$ cat src/rtl/core/assert_macros.svh
// Assertion macros shared by the regulator RTL.
// Clocked on clk, disabled while rst_n is low.
`ifndef ASSERT_MACROS_SVH
`define ASSERT_MACROS_SVH

// Condition must hold on every clock edge out of reset.
`define AST_ALWAYS(lbl, cond, msg) \
  lbl: assert property (@(posedge clk) disable iff (!rst_n) (cond)) else $error(msg);

// Same-cycle implication.
`define AST_IMPLY(lbl, ante, cons, msg) \
  lbl: assert property (@(posedge clk) disable iff (!rst_n) (ante) |-> (cons)) else $error(msg);

// Next-cycle implication.
`define AST_NEXT(lbl, ante, cons, msg) \
  lbl: assert property (@(posedge clk) disable iff (!rst_n) (ante) |=> (cons)) else $error(msg);

`endif

$ cat src/rtl/core/mvpr_pkg.sv
// Package for the mixing valve pulse regulator: word types, codes, constants.
// No dependencies; used by every module of the block.
package mvpr_pkg;

  localparam int TEMP_W     = 16;
  localparam int TRAVEL_W   = 10;
  localparam int HOMING_W   = TRAVEL_W + 1;
  localparam int PCT_W      = 7;
  localparam int INTERVAL_W = 22;
  localparam int PULSE_S_W  = 8;
  localparam int CHECK_S_W  = 12;
  localparam int CODE_W     = 2;

  localparam int CFG_IDX_W  = 3;
  localparam int CFG_DATA_W = 12;

  // divider: percent numerator = count * 100, count < full travel
  localparam int DIV_N_W    = 17;
  localparam int DIV_D_W    = TRAVEL_W;
  localparam int DIV_CNT_W  = 5;

  localparam int MS_PER_PULSE_S = 1500;
  localparam int MS_PER_S       = 1000;
  localparam int PCT_FULL       = 100;
  localparam int CHECK_MAX_S    = 3600;

  // register indexes
  localparam logic [CFG_IDX_W-1:0] REG_FULL_TRAVEL = 3'd0;
  localparam logic [CFG_IDX_W-1:0] REG_REST_CLOSED = 3'd1;
  localparam logic [CFG_IDX_W-1:0] REG_BAND        = 3'd2;
  localparam logic [CFG_IDX_W-1:0] REG_RISE_LIMIT  = 3'd3;
  localparam logic [CFG_IDX_W-1:0] REG_PULSE_S     = 3'd4;
  localparam logic [CFG_IDX_W-1:0] REG_CHECK_S     = 3'd5;

  // register reset values
  localparam logic [TRAVEL_W-1:0]  RST_FULL_TRAVEL = 10'd100;
  localparam logic                 RST_REST_CLOSED = 1'b1;
  localparam logic [TRAVEL_W-1:0]  RST_BAND        = 10'd10;
  localparam logic [TRAVEL_W-1:0]  RST_RISE_LIMIT  = 10'd3;
  localparam logic [PULSE_S_W-1:0] RST_PULSE_S     = 8'd1;
  localparam logic [CHECK_S_W-1:0] RST_CHECK_S     = 12'd60;
  localparam logic [INTERVAL_W-1:0] RST_INTERVAL   = 22'd60000;

  // enable_state codes
  localparam logic [CODE_W-1:0] EN_OFF   = 2'd0;
  localparam logic [CODE_W-1:0] EN_ON    = 2'd1;

  // pulse_command codes
  localparam logic [CODE_W-1:0] CMD_NONE  = 2'd0;
  localparam logic [CODE_W-1:0] CMD_OPEN  = 2'd1;
  localparam logic [CODE_W-1:0] CMD_CLOSE = 2'd2;

  // point_status codes
  localparam logic [CODE_W-1:0] STAT_OFF = 2'd0;
  localparam logic [CODE_W-1:0] STAT_REG = 2'd1;
  localparam logic [CODE_W-1:0] STAT_ERR = 2'd2;

  typedef struct packed {
    logic signed [TEMP_W-1:0] measured_temp;
    logic signed [TEMP_W-1:0] target_temp;
    logic [CODE_W-1:0]        enable_state;
    logic                     valve_busy;
  } in_word_t;

  typedef struct packed {
    logic [CODE_W-1:0]     pulse_command;
    logic [PCT_W-1:0]      open_percent;
    logic [CODE_W-1:0]     point_status;
    logic [INTERVAL_W-1:0] next_interval_ms;
  } out_word_t;

  typedef struct packed {
    logic capture;
    logic eval;
    logic div_start;
    logic load_out;
  } ctrl_cmd_t;

  typedef struct packed {
    logic div_done;
  } dp_status_t;

endpackage

$ cat src/rtl/core/mvpr_div.sv
// Restoring divider, one quotient bit per cycle.
// Depends on mvpr_pkg for widths.
`include "assert_macros.svh"

module mvpr_div (
  input  logic                          clk,
  input  logic                          rst_n,
  input  logic                          start,
  input  logic [mvpr_pkg::DIV_N_W-1:0]  dividend,
  input  logic [mvpr_pkg::DIV_D_W-1:0]  divisor,
  output logic [mvpr_pkg::DIV_N_W-1:0]  quotient,
  output logic                          done
);

  localparam logic [mvpr_pkg::DIV_CNT_W-1:0] LAST_STEP =
    mvpr_pkg::DIV_CNT_W'(mvpr_pkg::DIV_N_W - 1);

  logic                              busy_r;
  logic                              done_r;
  logic [mvpr_pkg::DIV_CNT_W-1:0]    cnt_r;
  logic [mvpr_pkg::DIV_N_W-1:0]      quo_r, quo_nxt;
  logic [mvpr_pkg::DIV_D_W-1:0]      rem_r, rem_nxt;
  logic [mvpr_pkg::DIV_D_W-1:0]      den_r;
  logic [mvpr_pkg::DIV_D_W:0]        trial;
  logic                              qbit;

  // dividend bits shift out of quo_r as quotient bits shift in
  always_comb begin
    trial = {rem_r, quo_r[mvpr_pkg::DIV_N_W-1]};
    qbit  = (trial >= {1'b0, den_r});
    if (qbit) begin
      rem_nxt = mvpr_pkg::DIV_D_W'(trial - {1'b0, den_r});
    end else begin
      rem_nxt = trial[mvpr_pkg::DIV_D_W-1:0];
    end
    quo_nxt = {quo_r[mvpr_pkg::DIV_N_W-2:0], qbit};
  end

  always_ff @(posedge clk) begin
    if (!rst_n) begin
      busy_r <= 1'b0;
      done_r <= 1'b0;
      cnt_r  <= '0;
    end else begin
      done_r <= 1'b0;
      if (start) begin
        busy_r <= 1'b1;
        cnt_r  <= '0;
      end else if (busy_r) begin
        cnt_r <= cnt_r + 1'b1;
        if (cnt_r == LAST_STEP) begin
          busy_r <= 1'b0;
          done_r <= 1'b1;
        end
      end
    end
  end

  always_ff @(posedge clk) begin
    if (start) begin
      quo_r <= dividend;
      rem_r <= '0;
      den_r <= divisor;
    end else if (busy_r) begin
      quo_r <= quo_nxt;
      rem_r <= rem_nxt;
    end
  end

  assign quotient = quo_r;
  assign done     = done_r;

  `AST_NEXT(a_div_starts, start, busy_r, "divider did not start")
  `AST_IMPLY(a_div_done_after_busy, done_r, $past(busy_r), "divider done without a run")

endmodule

$ cat src/rtl/core/mvpr_datapath.sv
// Datapath: configuration registers, regulator state, interval and percent
// computation, output word register. Depends on mvpr_pkg and mvpr_div.
`include "assert_macros.svh"

module mvpr_datapath (
  input  logic                              clk,
  input  logic                              rst_n,
  input  logic                              cfg_we,
  input  logic [mvpr_pkg::CFG_IDX_W-1:0]    cfg_index,
  input  logic [mvpr_pkg::CFG_DATA_W-1:0]   cfg_wdata,
  input  mvpr_pkg::in_word_t                in_data,
  input  mvpr_pkg::ctrl_cmd_t               cmd,
  output mvpr_pkg::dp_status_t              status,
  output mvpr_pkg::out_word_t               out_data
);

  localparam int TW = mvpr_pkg::TRAVEL_W;
  localparam int HW = mvpr_pkg::HOMING_W;
  localparam int XW = mvpr_pkg::TEMP_W + 2;   // room for exact differences
  localparam int IW = mvpr_pkg::INTERVAL_W;
  localparam int SW = 19;                     // pulse_seconds * 1500

  typedef enum logic [1:0] {PCT_KEEP, PCT_FIXED, PCT_DIV} pct_mode_t;

  // configuration
  logic [TW-1:0]                    ftp_r;
  logic                             rest_r;
  logic [TW-1:0]                    band_r;
  logic [TW-1:0]                    rise_r;
  logic [mvpr_pkg::PULSE_S_W-1:0]   ps_r;
  logic [mvpr_pkg::CHECK_S_W-1:0]   cs_r;

  // regulator state
  logic signed [HW-1:0]             homing_r, homing_nxt;
  logic [TW-1:0]                    pos_r, pos_nxt;
  logic signed [mvpr_pkg::TEMP_W-1:0] prev_r;
  logic [mvpr_pkg::PCT_W-1:0]       pct_held_r;
  logic [IW-1:0]                    interval_r, interval_nxt;

  // per-word results
  mvpr_pkg::in_word_t               in_r;
  logic [mvpr_pkg::CODE_W-1:0]      cmd_r, cmd_nxt;
  logic [mvpr_pkg::CODE_W-1:0]      stat_r, stat_nxt;
  pct_mode_t                        pct_mode_r, pct_mode_nxt;
  logic [mvpr_pkg::PCT_W-1:0]       pct_fixed_r, pct_fixed_nxt;
  logic [TW-1:0]                    div_num_r, div_num_nxt;
  mvpr_pkg::out_word_t              out_r;

  logic [mvpr_pkg::PULSE_S_W-1:0]   ps_eff;
  logic [mvpr_pkg::CHECK_S_W-1:0]   cs_eff;
  logic [SW-1:0]                    short_ms;
  logic [IW-1:0]                    long_ms, short_pick;

  logic signed [XW-1:0]             t_x, tgt_x, prev_x, h_x, r_x, d_x, nd_x;
  logic signed [HW-1:0]             ftp_s, pnum;
  logic                             on, busy, pct_from_num, open_ok, close_ok;
  logic [mvpr_pkg::PCT_W-1:0]       pct_final;
  logic [mvpr_pkg::DIV_N_W-1:0]     quotient;
  logic                             div_done;

  always_ff @(posedge clk) begin
    if (!rst_n) begin
      ftp_r  <= mvpr_pkg::RST_FULL_TRAVEL;
      rest_r <= mvpr_pkg::RST_REST_CLOSED;
      band_r <= mvpr_pkg::RST_BAND;
      rise_r <= mvpr_pkg::RST_RISE_LIMIT;
      ps_r   <= mvpr_pkg::RST_PULSE_S;
      cs_r   <= mvpr_pkg::RST_CHECK_S;
    end else if (cfg_we) begin
      unique case (cfg_index)
        mvpr_pkg::REG_FULL_TRAVEL: ftp_r  <= cfg_wdata[TW-1:0];
        mvpr_pkg::REG_REST_CLOSED: rest_r <= cfg_wdata[0];
        mvpr_pkg::REG_BAND:        band_r <= cfg_wdata[TW-1:0];
        mvpr_pkg::REG_RISE_LIMIT:  rise_r <= cfg_wdata[TW-1:0];
        mvpr_pkg::REG_PULSE_S:     ps_r   <= cfg_wdata[mvpr_pkg::PULSE_S_W-1:0];
        mvpr_pkg::REG_CHECK_S:     cs_r   <= cfg_wdata;
        default: ;
      endcase
    end
  end

  // intervals from the configured seconds
  always_comb begin
    ps_eff = (ps_r == '0) ? mvpr_pkg::PULSE_S_W'(1) : ps_r;
    if (cs_r == '0) begin
      cs_eff = mvpr_pkg::CHECK_S_W'(1);
    end else if (cs_r > mvpr_pkg::CHECK_S_W'(mvpr_pkg::CHECK_MAX_S)) begin
      cs_eff = mvpr_pkg::CHECK_S_W'(mvpr_pkg::CHECK_MAX_S);
    end else begin
      cs_eff = cs_r;
    end
    short_ms   = SW'(ps_eff) * SW'(mvpr_pkg::MS_PER_PULSE_S);
    long_ms    = IW'(cs_eff) * IW'(mvpr_pkg::MS_PER_S);
    short_pick = (IW'(short_ms) < long_ms) ? IW'(short_ms) : long_ms;
  end

  // one regulation step
  always_comb begin
    on    = (in_r.enable_state == mvpr_pkg::EN_ON);
    busy  = in_r.valve_busy;
    ftp_s = $signed({1'b0, ftp_r});
    t_x   = $signed({{2{in_r.measured_temp[mvpr_pkg::TEMP_W-1]}}, in_r.measured_temp});
    tgt_x = $signed({{2{in_r.target_temp[mvpr_pkg::TEMP_W-1]}}, in_r.target_temp});
    prev_x = $signed({{2{prev_r[mvpr_pkg::TEMP_W-1]}}, prev_r});
    h_x   = $signed({{(XW-TW){1'b0}}, band_r});
    r_x   = $signed({{(XW-TW){1'b0}}, rise_r});
    d_x   = t_x - prev_x;
    nd_x  = prev_x - t_x;

    homing_nxt   = homing_r;
    pos_nxt      = pos_r;
    interval_nxt = interval_r;
    cmd_nxt      = mvpr_pkg::CMD_NONE;
    stat_nxt     = (in_r.enable_state == mvpr_pkg::EN_OFF ||
                    in_r.enable_state == mvpr_pkg::EN_ON) ?
                   mvpr_pkg::STAT_OFF : mvpr_pkg::STAT_ERR;
    pct_mode_nxt = PCT_KEEP;
    pnum         = '0;
    pct_from_num = 1'b0;

    if (!homing_r[HW-1] && homing_r != '0) begin
      // homing toward the rest end
      interval_nxt = short_pick;
      if (!busy) begin
        cmd_nxt    = rest_r ? mvpr_pkg::CMD_CLOSE : mvpr_pkg::CMD_OPEN;
        homing_nxt = homing_r - HW'(1);
      end
      pct_from_num = 1'b1;
      pnum = rest_r ? homing_nxt : ftp_s - homing_nxt;
    end else if (homing_r == '0 && on) begin
      interval_nxt = long_ms;
      pos_nxt      = rest_r ? '0 : ftp_r;
      homing_nxt   = '1;
    end else if (homing_r[HW-1] && !on) begin
      // leaving regulation: restart homing
      interval_nxt  = short_pick;
      homing_nxt    = ftp_s;
      pct_mode_nxt  = PCT_FIXED;
    end

    open_ok  = (t_x < tgt_x - h_x) && (pos_nxt < ftp_r) && (d_x < r_x);
    close_ok = (t_x > tgt_x + h_x) && (pos_nxt != '0) && (nd_x < r_x);

    if (homing_nxt[HW-1]) begin
      stat_nxt     = mvpr_pkg::STAT_REG;
      interval_nxt = long_ms;
      if (open_ok) begin
        if (!busy) begin
          cmd_nxt = mvpr_pkg::CMD_OPEN;
          pos_nxt = pos_nxt + TW'(1);
        end
      end else if (close_ok) begin
        if (!busy) begin
          cmd_nxt = mvpr_pkg::CMD_CLOSE;
          pos_nxt = pos_nxt - TW'(1);
        end
      end
      pct_from_num = 1'b1;
      pnum = $signed({1'b0, pos_nxt});
    end

    // percent: saturated ends known now, the rest goes to the divider
    pct_fixed_nxt = mvpr_pkg::PCT_W'(mvpr_pkg::PCT_FULL);
    div_num_nxt   = pnum[TW-1:0];
    if (pct_from_num) begin
      if (ftp_r == '0 || pnum[HW-1] || pnum == '0) begin
        pct_mode_nxt  = PCT_FIXED;
        pct_fixed_nxt = '0;
      end else if (pnum >= ftp_s) begin
        pct_mode_nxt  = PCT_FIXED;
      end else begin
        pct_mode_nxt  = PCT_DIV;
      end
    end
  end

  always_ff @(posedge clk) begin
    if (!rst_n) begin
      homing_r   <= $signed({1'b0, mvpr_pkg::RST_FULL_TRAVEL});
      pos_r      <= '0;
      prev_r     <= '0;
      pct_held_r <= '0;
      interval_r <= mvpr_pkg::RST_INTERVAL;
    end else begin
      if (cmd.eval) begin
        homing_r   <= homing_nxt;
        pos_r      <= pos_nxt;
        prev_r     <= in_r.measured_temp;
        interval_r <= interval_nxt;
      end
      if (cmd.load_out) begin
        pct_held_r <= pct_final;
      end
    end
  end

  always_ff @(posedge clk) begin
    if (cmd.capture) begin
      in_r <= in_data;
    end
    if (cmd.eval) begin
      cmd_r       <= cmd_nxt;
      stat_r      <= stat_nxt;
      pct_mode_r  <= pct_mode_nxt;
      pct_fixed_r <= pct_fixed_nxt;
      div_num_r   <= div_num_nxt;
    end
    if (cmd.load_out) begin
      out_r.pulse_command    <= cmd_r;
      out_r.open_percent     <= pct_final;
      out_r.point_status     <= stat_r;
      out_r.next_interval_ms <= interval_r;
    end
  end

  mvpr_div u_div (
    .clk      (clk),
    .rst_n    (rst_n),
    .start    (cmd.div_start),
    .dividend (mvpr_pkg::DIV_N_W'(div_num_r) *
               mvpr_pkg::DIV_N_W'(mvpr_pkg::PCT_FULL)),
    .divisor  (ftp_r),
    .quotient (quotient),
    .done     (div_done)
  );

  always_comb begin
    case (pct_mode_r)
      PCT_FIXED: pct_final = pct_fixed_r;
      PCT_DIV:   pct_final = quotient[mvpr_pkg::PCT_W-1:0];
      default:   pct_final = pct_held_r;
    endcase
  end

  assign status.div_done = div_done;
  assign out_data        = out_r;

  `AST_IMPLY(a_homing_neg_is_minus_one, homing_r[HW-1], &homing_r,
             "homing count below minus one")
  `AST_IMPLY(a_pct_in_range, cmd.load_out,
             pct_final <= mvpr_pkg::PCT_W'(mvpr_pkg::PCT_FULL), "percent above full")

endmodule

$ cat src/rtl/core/mvpr_ctrl.sv
// Controller: sequences capture, evaluation, divide and output load.
// Depends on mvpr_pkg for the command and status structs.
`include "assert_macros.svh"

module mvpr_ctrl (
  input  logic                  clk,
  input  logic                  rst_n,
  input  logic                  in_valid,
  output logic                  in_ready,
  output logic                  out_valid,
  input  logic                  out_ready,
  input  mvpr_pkg::dp_status_t  status,
  output mvpr_pkg::ctrl_cmd_t   cmd
);

  typedef enum logic [2:0] {S_IDLE, S_EVAL, S_START, S_DIV, S_OUT} state_t;

  state_t state_r;
  logic   in_ready_r;
  logic   out_valid_r;
  logic   slot_free;

  assign slot_free = !out_valid_r || out_ready;

  always_ff @(posedge clk) begin
    if (!rst_n) begin
      state_r     <= S_IDLE;
      in_ready_r  <= 1'b1;
      out_valid_r <= 1'b0;
    end else begin
      // a new word may replace the one taken at this same edge
      if (cmd.load_out) begin
        out_valid_r <= 1'b1;
      end else if (out_valid_r && out_ready) begin
        out_valid_r <= 1'b0;
      end
      unique case (state_r)
        S_IDLE: begin
          if (in_valid && in_ready_r) begin
            state_r    <= S_EVAL;
            in_ready_r <= 1'b0;
          end
        end
        S_EVAL:  state_r <= S_START;
        S_START: state_r <= S_DIV;
        S_DIV: begin
          if (status.div_done) begin
            state_r <= S_OUT;
          end
        end
        S_OUT: begin
          // result word waits here until the output register is free
          if (slot_free) begin
            in_ready_r  <= 1'b1;
            state_r     <= S_IDLE;
          end
        end
        default: state_r <= S_IDLE;
      endcase
    end
  end

  always_comb begin
    cmd.capture   = (state_r == S_IDLE) && in_valid && in_ready_r;
    cmd.eval      = (state_r == S_EVAL);
    cmd.div_start = (state_r == S_START);
    cmd.load_out  = (state_r == S_OUT) && slot_free;
  end

  assign in_ready  = in_ready_r;
  assign out_valid = out_valid_r;

  `AST_IMPLY(a_ready_only_idle, in_ready_r, state_r == S_IDLE, "ready outside idle")
  `AST_NEXT(a_load_sets_valid, cmd.load_out, out_valid_r, "loaded word not presented")

endmodule

$ cat src/rtl/core/mixing_valve_pulse_regulator_top.sv
// Top level of the mixing valve pulse regulator.
// Depends on mvpr_pkg, mvpr_ctrl, mvpr_datapath (which holds mvpr_div).
//
// channel   signals                          word
// input     in_valid / in_ready / in_data    measured, target, enable, busy
// output    out_valid / out_ready / out_data pulse, percent, status, interval
// config    cfg_we / cfg_index / cfg_wdata   one register per write, no wait
//
// A word passes from acceptance to out_valid through capture, evaluation,
// divider start, the bit-serial percent divider and the output load.
// A new word can be taken in the cycle after the previous one is loaded, so
// words are handled one at a time and never overlap.
// A word that finds the output register full waits in the controller.
// Reset is synchronous on rst_n; the block is ready in the first cycle after.
module mixing_valve_pulse_regulator_top (
  input  logic                              clk,
  input  logic                              rst_n,
  input  logic                              cfg_we,
  input  logic [mvpr_pkg::CFG_IDX_W-1:0]    cfg_index,
  input  logic [mvpr_pkg::CFG_DATA_W-1:0]   cfg_wdata,
  input  logic                              in_valid,
  output logic                              in_ready,
  input  mvpr_pkg::in_word_t                in_data,
  output logic                              out_valid,
  input  logic                              out_ready,
  output mvpr_pkg::out_word_t               out_data
);

  mvpr_pkg::ctrl_cmd_t  cmd;
  mvpr_pkg::dp_status_t status;

  mvpr_ctrl u_ctrl (
    .clk       (clk),
    .rst_n     (rst_n),
    .in_valid  (in_valid),
    .in_ready  (in_ready),
    .out_valid (out_valid),
    .out_ready (out_ready),
    .status    (status),
    .cmd       (cmd)
  );

  mvpr_datapath u_dp (
    .clk       (clk),
    .rst_n     (rst_n),
    .cfg_we    (cfg_we),
    .cfg_index (cfg_index),
    .cfg_wdata (cfg_wdata),
    .in_data   (in_data),
    .cmd       (cmd),
    .status    (status),
    .out_data  (out_data)
  );

endmodule

$ cat config.mk
export PLATFORM = sky130hd
export DESIGN_NAME = mixing_valve_pulse_regulator_top
export DESIGN_NICKNAME = d
export VERILOG_FILES = /design/src/rtl/core/mvpr_pkg.sv /design/src/rtl/core/mvpr_div.sv /design/src/rtl/core/mvpr_datapath.sv /design/src/rtl/core/mvpr_ctrl.sv /design/src/rtl/core/mixing_valve_pulse_regulator_top.sv
export VERILOG_INCLUDE_DIRS = /design/src /design/src/rtl/core
export SDC_FILE = /design/constraint.sdc
export NUM_CORES = 1
export LEC_CHECK = 0
export CORE_MARGIN = 5
export CORE_UTILIZATION = 38
export DETAILED_ROUTE_END_ITERATION = 7
export DONT_BUFFER_PORTS = 1
export SLEW_MARGIN = 20
export SYNTH_ARGS = -nofsm -noshare
export SYNTH_HDL_FRONTEND = slang
export SYNTH_SLANG_ARGS = --single-unit
$ cat constraint.sdc
create_clock -name clk -period 11.95 [get_ports clk]
set_clock_uncertainty 0.05 [all_clocks]
set_input_delay 0.5975 -clock clk [delete_from_list [all_inputs] [get_ports clk]]
set_output_delay 0.5975 -clock clk [all_outputs]
set_load 0.02 [all_outputs]
* Yosys cells after proc, flatten, opt, wreduce, memory -nomap -nowiden
Index checks and enable logic that the tools add are counted.
Storage, ports and cells: bits in registers 257, logic and storage cells 180, bits in writable memories 0, latch bits 0, input port bits 55, memories kept 0, bits in read-only memories 0
Cells by class: multipliers 3, reductions and logical operators 46, div/mod/pow operators 0, equal/unequal tests 16, bitwise logic cells 2, shifts and indexed selects 0, order comparisons 9, mux-type cells 59, add/sub/neg operators 10
Operators with widths (number):
- 22-bit 2-to-1 mux | 5
- 10-bit 2-to-1 mux | 9
- 11-bit 2-to-1 mux | 8
- 18-bit by 11-bit < comparator with 1-bit output | 2
- 17-bit 2-to-1 mux | 2
- 16-bit by 16-bit subtractor with 17-bit output | 2
- 2-bit 2-to-1 mux | 14
- 12-bit 2-to-1 mux | 2
- 11-bit logical NOT | 2
- 19-bit by 22-bit < comparator with 1-bit output | 1
- 12-bit by 7-bit multiplier with 19-bit output, second input constant | 1
- 16-bit by 11-bit adder with 17-bit output | 1
- 16-bit by 17-bit greater-than comparator with 1-bit output | 1
- 16-bit by 17-bit < comparator with 1-bit output | 1
- 8-bit by 9-bit multiplier with 17-bit output, second input constant | 1
- 16-bit by 11-bit subtractor with 17-bit output | 1
- 2-bit AND reduction | 8
- 10-bit by 5-bit multiplier with 15-bit output, second input constant | 1
- 3-bit one-hot mux with 5 select lines | 1
- 7-bit one-hot mux with 2 select lines | 1
- 3-bit by 2-bit == test with 1-bit output, second input constant | 4
- 12-bit greater-than comparator, second input constant | 1
- 1-bit logical AND | 12
- 12-bit logical NOT | 1
- 35 further kinds | 63

* Depth between registers and ports, before layout
Gate-level depths: netlist (run 1).
depth in word-level cells 14, gate-level depth with buffers 41, gate-level depth less buffers 41

* Cells and area by module
From an unflattened synthesis (run 1), not the netlist that was laid out.
Second synthesis, totals: cells, all modules 2263, area total of the unflattened synthesis 20681.1 um^2
By module, submodules not included:
- mvpr_datapath | seq. area each 4794.6 um^2, times used 1, cells each 2031, area an instance 18121.1 um^2
- mvpr_div | seq. area each 1151.1 um^2, times used 1, cells each 203, area an instance 2316.0 um^2
- mvpr_ctrl | seq. area each 100.1 um^2, times used 1, cells each 29, area an instance 244.0 um^2

* Least setup slack after synthesis (run 1)
Ideal clock, no wire load.
path type register to register, from reg u_dp.in_r[5] (netlist name), to reg u_dp.pct_mode_r[0], data pin, setup slack 4864 ps, stages on the path, launching flop included 40, setup time 256 ps, data required time 11644 ps, data arrival time 6779 ps, cell sequence edfxtp_1 > ha_1 > nor2b_1 > o21ai_0 > a21oi_1 > o21ai_0 > a21oi_1 > o21ai_0 > nand2b_1 > a21o_1 > a21o_1 > or3_1 > nor3_1 > xnor2_1 > ha_1 > a21o_1 > a211oi_1 > nand4b_1 > [... 4 more ...] > buf_1 > a21oi_1 > nand3_1 > inv_1 > ha_1 > nand2b_1 > a21o_1 > a21o_1 > a21o_1 > a21o_1 > a21o_1 > a21oi_1 > nor2b_1 > o21ai_0 > nand2b_1 > a21oi_1 > nand2_1 > o22a_1
On the way: word-level cells in the longest chain between the ends 11, elaborated cells on any way between the ends 17, those cells by class 2 x add/sub; 3 x order compare; 6 x mux; 6 x reduce/logical
RTL lines:
- from (decl) | line mvpr_datapath.sv:41 | mvpr_pkg::in_word_t in_r;
- from (signal assigned) | line mvpr_datapath.sv:199 | in_r <= in_data;
- 16-bit by 11-bit adder with 17-bit output | line mvpr_datapath.sv:142 | close_ok = (t_x > tgt_x + h_x) && (pos_nxt != '0) && (nd_x < r_x);
- 16-bit by 17-bit greater-than comparator with 1-bit output | line mvpr_datapath.sv:142
- 1-bit logical AND (2 in series) | line mvpr_datapath.sv:142
- 10-bit 2-to-1 mux | line mvpr_datapath.sv:152 | end else if (close_ok) begin
- 10-bit 2-to-1 mux * | line mvpr_datapath.sv:147 | if (open_ok) begin
- 11-bit 2-to-1 mux * | line mvpr_datapath.sv:144 | if (homing_nxt[HW-1]) begin
- via u_dp.pnum[0] | line mvpr_datapath.sv:55 | logic signed [HW-1:0] ftp_s, pnum;
- 11-bit greater-or-equal comparator or 11-bit logical NOT (tied branches) | line mvpr_datapath.sv:169, mvpr_datapath.sv:166
- 2-bit 2-to-1 mux or 1-bit logical OR (tied branches) | line mvpr_datapath.sv:169, mvpr_datapath.sv:166
- 2-bit 2-to-1 mux * | line mvpr_datapath.sv:166 | if (ftp_r == '0 || pnum[HW-1] || pnum == '0) begin
- 2-bit 2-to-1 mux * | line mvpr_datapath.sv:165 | if (pct_from_num) begin
- via u_dp.pct_mode_nxt[0] | line mvpr_datapath.sv:44 | pct_mode_t pct_mode_r, pct_mode_nxt;
- to (signal assigned) | line mvpr_datapath.sv:204 | pct_mode_r <= pct_mode_nxt;
- to (decl) | line mvpr_datapath.sv:44
The timed path passes the listed nets; every way through them passes the cells marked *. A chain may end at the register's enable or synchronous reset.

* Worst setup path in the final report (run 1)
Ends and elaborated chain as after synthesis.

==> results of run 1 <==
==> registers in the layout (all words and copies together) (netlist names), 2 cells and up <==
register,cells
u_dp.rise_r,10
u_dp.pct_held_r,7
u_dp.cmd_r,2
u_dp.div_num_r,10
u_dp.u_div.quotient,17
u_dp.prev_r,16
u_dp.ftp_r,10
u_dp.cs_r,12
u_dp.interval_r,20
u_dp.in_r,34
u_dp.out_data,31
u_dp.pos_r,10
u_dp.ps_r,8
u_dp.u_div.rem_r,10
u_dp.pct_mode_r,2
u_dp.stat_r,2
u_dp.u_div.den_r,10
u_dp.band_r,10
u_ctrl.state_r,3
u_dp.homing_r,11
u_dp.u_div.cnt_r,5
==> stage by stage <==
| step | hold slack, ns | utilization, % | instances | power, uW | worst slack [ns] |
|---|---|---|---|---|---|
| 2_1_floorplan | 0.350 | - | 2321 | 1890 | 4.86 |
| 3_3_place_gp | 0.369 | 39.6 | 2937 | 2110 | 4.07 |
| 3_5_place_dp | 0.373 | 39.6 | 2937 | 2150 | 3.76 |
| 4_1_cts | 0.000112 | 41.7 | 2993 | 3170 | 3.74 |
| 5_1_grt | 0.00875 | 41.7 | 2993 | 3370 | 2.86 |
| 6_report | 0.0489 | 41.7 | 2994 | 3140 | 3.57 |
==> logic make-up after synthesis <==
group	Yosys count
and+or+nand+nor	633
AOI/OAI and AO/OA	570
buffers and inverters	374
adders and majority gates	357
DFF	247
xor gates and xnor gates	120
muxes	18
other	1
==> synth_stat cells, types with 11 or more instances <==
| library cell | number | share of area, % |
|---|---|---|
| ha_1 | 285 | 18 |
| inv_1 | 280 | 5.2 |
| nand2_1 | 271 | 5.0 |
| a21oi_1 | 201 | 5.0 |
| dfxtp_1 | 139 | 14 |
| o21ai_0 | 123 | 3.0 |
| nor2_1 | 119 | 2.2 |
| edfxtp_1 | 108 | 16 |
| xnor2_1 | 78 | 3.4 |
| fa_1 | 72 | 7.1 |
| clkbuf_1 | 70 | 1.3 |
| nand3_1 | 48 | 1.2 |
| a21o_1 | 47 | 1.7 |
| nor3_1 | 42 | 1.0 |
| xor2_1 | 42 | 1.8 |
| nand2b_1 | 26 | 0.81 |
| o211ai_1 | 24 | 0.89 |
| a211oi_1 | 21 | 0.78 |
| nor2b_1 | 20 | 0.62 |
| o21a_1 | 20 | 0.74 |
| a31oi_1 | 17 | 0.53 |
| nand4_1 | 17 | 0.53 |
| mux2i_1 | 16 | 0.79 |
| nor4_1 | 16 | 0.50 |
| o21bai_1 | 16 | 0.59 |
| or3_1 | 15 | 0.46 |
| and2_1 | 14 | 0.43 |
| buf_2 | 13 | 0.32 |
| and3_1 | 11 | 0.34 |
| o31ai_1 | 11 | 0.41 |
==> metal layers <==
metal	wire (um)	global-route usage, %	share of wire (%)	vias to the layer above
met5	0	0	0	-
met4	1270	4.25	2.5	0
met3	2320	2.56	4.5	78
met2	24400	29.6	47	374
met1	23700	23.8	46	7634
li1	-	-	-	7957
==> worst paths after layout <==
kind | cells after the start | endpoint | from | slack, ns
worst max-delay path | 37 | u_dp.pct_mode_r[0] | u_dp.in_r[5] | 3.57
worst min-delay path | 1 | u_dp.interval_r[15] | rst_n | 0.05
worst max register to register | 37 | u_dp.pct_mode_r[0] | u_dp.in_r[5] | 3.57
worst min register to register | 0 | u_dp.out_data[14] | u_dp.interval_r[14] | 0.39
==> power by group through the flow <==
stage / logic (uW) / clock network, uW / registers [uW]
detailed placement: 1090 / 0 / 1050
floorplan: 865 / 0 / 1030
global route: 1260 / 1060 / 1050
CTS: 1100 / 1030 / 1040
global placement: 1060 / 0 / 1050
finish: 1100 / 1000 / 1040
==> cell type report <==
cell class	count	share of cell area [%]
clock buffer	38	3.99
sequential	247	27.4
tap	688	3.92
inverter	285	4.87
timing repair buffer	17	0.581
multi-input combinational	1700	58.1
antenna	1	0.0114
clock inverter	18	1.07
==> run summary, run 1 <==
In the final design database the tool counted 2693 nets. The fraction of final layout cells with drive strength greater than 1 came out at 4.03%. Once the clock tree was built, the setup fixing pass inserted 0 buffers. The logs give 0.916 for the final RePlAce weighted congestion and 38.3% for the starting density of the core. Cell type with the highest occurrence count on the critical path: a21o_1.

The run finished with clean final reports. For the combinational share of power, the log shows 35.0%. For the final number of max-transition violations, the log shows 0. The maximum level of the CTS H-tree was 1.

TritonCTS built the clock tree. In the synthesized netlist, the number of instances is 2320. 90 I/O pins were placed. The final hold violation count was 0; the floorplan die area was 57800 um^2.

The wire length of the first global-routing pass was 83200 um. Fraction of power spent switching nets: 35.0%. After synthesis, the largest family of logic cells by area is adder cells. The overall die height is 241 um. At the worst endpoint, the required time is 12.24 ns.

For the worst vdd rail ir drop, the log shows 0.120 mV. For this run, design rule violations remaining after detail routing come to 0. Once detailed placement completed, the half-perimeter wirelength came to 40400 um.

The portion of netlist area occupied by mux cells was 0.905%. For the arrival time of the worst setup path, the log shows 8.67 ns. The number of fill cells in the layout was 5158; the internal power of the cells was 2040 uW. Power spread over the standard cell area amounts to 143 nW/um^2. The run gives 32.0% as the fraction of power consumed by the clock network. The synthesized netlist devotes 17.5% of its cell area to compound gates. Summed over all cells, the static leakage comes to 0.00965 uW.

The synthesized design contains 247 register bits. The number of gates resized after CTS was 0. The analysis attributes to net switching a power of 1100 uW. During synthesis, Yosys emitted a total of 0 warnings. Summed over all layers, the global routing overflow is 0. Relative to the synthesized area, the layout overhead comes to 8.72%. In the synthesized netlist the dominant register cell turns out to be dfxtp_1.

The run gives 1 as the initial antenna violation count. The tools report the number of global-route vias before repair as 15700. The max-cap violation count was 0; the number of synthesized flops with an enable pin was 108. Row generation in the floorplan step produced 84 rows. The routed layout has 16000 vias. The critical path buffer and inverter count is 1. For this design, the sink count on the clock tree is 247. The tools report the setup violation total in the final timing report as 0. Counting flops with an async set or reset pin after synthesis yields a share of 0%. The die is 241 um wide. The sort of element at the start of the critical path was a register. After detailed placement, the total cell area comes to 20800 um^2. After clock tree synthesis, the flow added hold-fix buffers numbering 0. Dividing the synthesized area by the synthesized cell count gives 8.70 um^2.

For this run, the slowest stage of the critical path takes 0.66 ns. The root buffer cell was clkbuf_16. The tools report the fraction of power consumed by sequential logic as 33.0%. The post-synthesis share of cell area spent on full adders, half adders and majority gates is 24.8%, and the routed wire length per instance is 17.3 um. Setup repair after global routing left no endpoint under its margin.

Of all nets on the critical path, the largest fanout is 25. Summing the areas of all and, or, nand and nor instances in the mapped netlist gives 14.6% of the synthesized area. For the multi-input gate area in the final layout, the log shows 12800 um^2.

The run gives 17.5% as the global router's overall resource usage. Registers take 6030 um^2. The library cell used most frequently in the layout, excluding fill and tap cells, is ha_1. Summed over all layers, the routed wires come to 51700 um. The final design area excluding fillers was 22000 um^2; the pin count of the biggest net entering global routing was 90. The transition at the pin with the smallest max-transition slack came out at 1.11 ns. The first TritonRoute pass finished after 5 iterations. In the layout the commonest cells are 285 x ha_1, 280 x inv_1, 271 x nand2_1. Clock-pin slew was measured on the worst setup and hold paths at 0.06 ns. The number of vias per cell after detailed routing came out at 5.36. The core region is 52700 um^2. The worst path needs 8.38 ns of the cycle, external delays included. The type of the worst setup path was register to register. The path class of the tightest hold or removal check is input pin to register. In this run the tool buffered the top-level ports with 0 buffer cells. The standard cell with the maximum stage delay on the critical path is a31o_1. The portion of the post-synthesis area used by sequential elements was 29.8%. The final worst-path cycle share is 70.1%.

The number of different library cells in the post-synthesis netlist was 81; the parity-gate share of the synthesized area counting xor and xnor cells was 5.20%. The run gives 0 as the remaining antenna violation count. In this run, the number of DRC markers left after iteration 0 of detailed routing was 1019. The tools report the setup TNS as 0 ns.

The maximum clock insertion buffer count was 3. Summing every instance area after synthesis gives 20200 um^2. Based on the critical path, the design can be clocked at up to 119 MHz.

The worst relative slew slack came out at 26.0%. The clock latency reported for the late side of the worst-skew pair is 0.59 ns. The cell family contributing the most delay on the critical path is compound AO/OA/AOI/OAI gates.

Buffers inserted during clock tree synthesis total 30. The worst setup path is captured at a register.
Note: power is estimated with default switching activity, not from simulation.
==> inputs of run 2 (changes only) <==
Clock period 11.95 ns to 7 ns, I/O delays scaled along.
==> run summary, run 2 (synthesis gave the netlist of run 1 again) <==
The final layout contains routed wiring with a total length of 54800 um. For the max-cap violation count, the log shows 0. The run gives 5027 as the number of fill cells in the layout. In the layout the commonest cells are 278 x inv_1, 277 x ha_1, 267 x nand2_1. The first global-routing pass estimated 87000 um of wire. For this design the static power due to leakage is 0.0105 uW. The global router's overall resource usage came out at 18.4%. In this run the count of I/O pins placed on the die edge is 90.

The sort of element at the start of the critical path was a register. The clock transition at the registers of the reported paths came out at 0.06 ns. The worst vdd rail ir drop was 0.202 mV. The run finished with clean final reports. The area growth from synthesis to layout is 17.3%.

The final hold violation count is 0, and the leftover overflow at the end of global routing is 0. Of the cells placed in the final design, the portion with a size suffix greater than 1 is 10.7%. The overall die height came out at 241 um. The tools report the reg-to-reg setup timing slack as 0.10 ns.

The cell type with the highest occurrence count on the critical path was buf_4. Dividing the detail-routed wire length by the instance count gives 17.4 um. The most flop-heavy register was u_dp.in_r. The number of remaining DRC errors was 0. Measured in cells, the most critical reg-to-reg path has a length of 41. The busiest layer in global routing is met2. In this run the worst path has a maximum fanout of 7. The power density normalized to cell area was 234 nW/um^2. The pin count of the biggest net entering global routing is 77, and the number of detailed-routing iterations run before antenna repair is 6.

The endpoint identified for the worst register-to-register timing path is u_dp.pct_mode_r[0]. Summing over every cut layer, the via total after detailed routing is 16600. First element of the critical path: u_dp.in_r[3]. Setup repair after global routing could not meet its margin everywhere. The final RePlAce weighted congestion is 0.922, and the hold-critical path depth is 4. The worst setup path is captured at a register. The tools report the post-route total power as 5540 uW.

The run gives 16700 as the number of global-route vias before repair. The most common library cell in the layout ignoring fill and taps is inv_1. Following the worst setup path forward leads to its endpoint at u_dp.pct_mode_r[0]. The final worst-path cycle share is 98.5%, and the post-route worst hold slack is 0.0991 ns.

The initial antenna violation count came out at 4. The chip width came out at 241 um. Static timing analysis puts the maximum clock frequency at 145 MHz. The run gives 247 as the total clock sinks. In this run the tightest slew margin relative to its limit is 28.3%. Clock latency on the worst-skew pair, taken at its later pin, is 0.58 ns.

For the final number of max-transition violations, the log shows 0. The number of I/O port buffers is 0, and the starting density of the core is 38.3%. The transition at the pin with the smallest max-transition slack came out at 1.07 ns.

For this run, the slowest stage of the critical path takes 0.42 ns. The critical path is of the register to register type. The startpoint of the worst-slack reg-to-reg timing path is u_dp.in_r[3]. For this run, global-route usage on met2 was measured as 31.6%. The tree is rooted in a clkbuf_16.

Using the TritonRoute via totals, the vias-per-cell ratio works out to 5.28. Among all stages on the critical path, the largest delay is contributed by or4_4. After the first detailed-routing iteration, the DRC count stood at 922. In the global route stage, met3 resource usage came out at 2.81%. Critical path required time: 7.28 ns. The core region area was 52700 um^2.

Maximum level of the CTS H-tree: 1. The initialized floorplan defines 84 standard-cell rows. The floorplan die area came out at 57800 um^2. The arrival time of the worst setup path is 7.18 ns, and the flip-flop count of the largest register, all copies and words added is 34.

The TritonCTS buffer count was 30; the met1 demand-to-capacity share in global routing was 24.3%. After the last flow step, the layout net total stands at 2853. Setup violation total in the final timing report: 0. The count of nets left with antenna violations once routing finished came out at 0.

The tightest min-delay check is of the input pin to register type. Counting along the longest clock path gives a buffer depth of 3. Post-detailed-placement half-perimeter wirelength: 41800 um. TritonCTS built the clock tree.

The worst path in the final design needs a cycle of 6.90 ns, including I/O delays and setup.
[run 2: changes by cell type in the layout (fill, tap and decap cells not counted), moves of 8 or more]
cell and change:
buf_4 +96, dlygate4sd3_1 +50, o21ai_0 -15, a21oi_1 -13
a21oi_2 +13, clkbuf_1 +11, o21ai_1 +11, buf_6 +9
ha_1 -8
[run 2: worst min path at each step]
stage / startpoint / to / slack, ns
floorplan: u_dp.stat_r[0] / u_dp.out_data[22] / 0.35
global placement: u_dp.interval_r[14] / u_dp.out_data[14] / 0.37
detailed placement: u_dp.interval_r[2] / u_dp.out_data[2] / 0.37
CTS: cfg_index[1] / u_dp.ftp_r[0] / 0.06
global route: cfg_index[1] / u_dp.ftp_r[7] / 0.09
finish: cfg_index[1] / u_dp.ftp_r[9] / 0.1
[run 2: worst max-delay path, delay by kind of cell (launching register included)]
family,cells,cell delay (ns)
adder cells (fa/ha/maj),4,1.00
flip-flops,1,0.41
XOR/XNOR,1,0.11
buffers and inverters,10,1.18
AO/OA/AOI/OAI,17,2.66
AND/OR/NAND/NOR,9,1.23
[run 2: per-stage QoR]
step	setup TNS (ns)	setup WS, ns	instance area, um^2	utilization, %	instances
after floorplan	0	0.0273	20200	-	2321
after global placement	-0.340	-0.283	21400	40.7	3014
after detailed placement	-0.762	-0.491	21400	40.7	3014
after CTS	0	0.000960	23100	43.9	3131
after global routing	-0.537	-0.230	23700	45.0	3153
final	0	0.104	23700	45.0	3155
[run 2: what timing repair did]
item                       4_1_cts  5_1_grt
resized for setup               22       87
setup endpoints to repair        2       20
pin swaps                       23       78
cloned                           0        2
hold buffers                    51        0
setup buffers                   11       20
hold endpoints to repair       118        0
[run 2: power by group]
group          internal, uW  switching [uW]  leakage (uW)
sequential             1650             110       0.00213
combinational           984            1220       0.00785
clock                   926             640      0.000480
total                  3560            1970        0.0105
[run 2: area by class of cell]
class | count | area [um^2] | share of cell area [%]
clock inverter | 10 | 128 | 0.539
tap | 688 | 861 | 3.63
sequential | 247 | 6030 | 25.4
multi-input combinational | 1700 | 13200 | 55.6
timing repair buffer | 177 | 1560 | 6.59
inverter | 285 | 1070 | 4.52
clock buffer | 45 | 860 | 3.63
antenna | 3 | 7.51 | 0.0317
[run 2: layer usage]
layer	routed length (um)	vias up	share of wire [%]
met2	25900	359	47
met1	24700	7898	45
met4	1650	2	3.0
met3	2530	109	4.6
li1	-	8281	-
met5	7	-	0.013
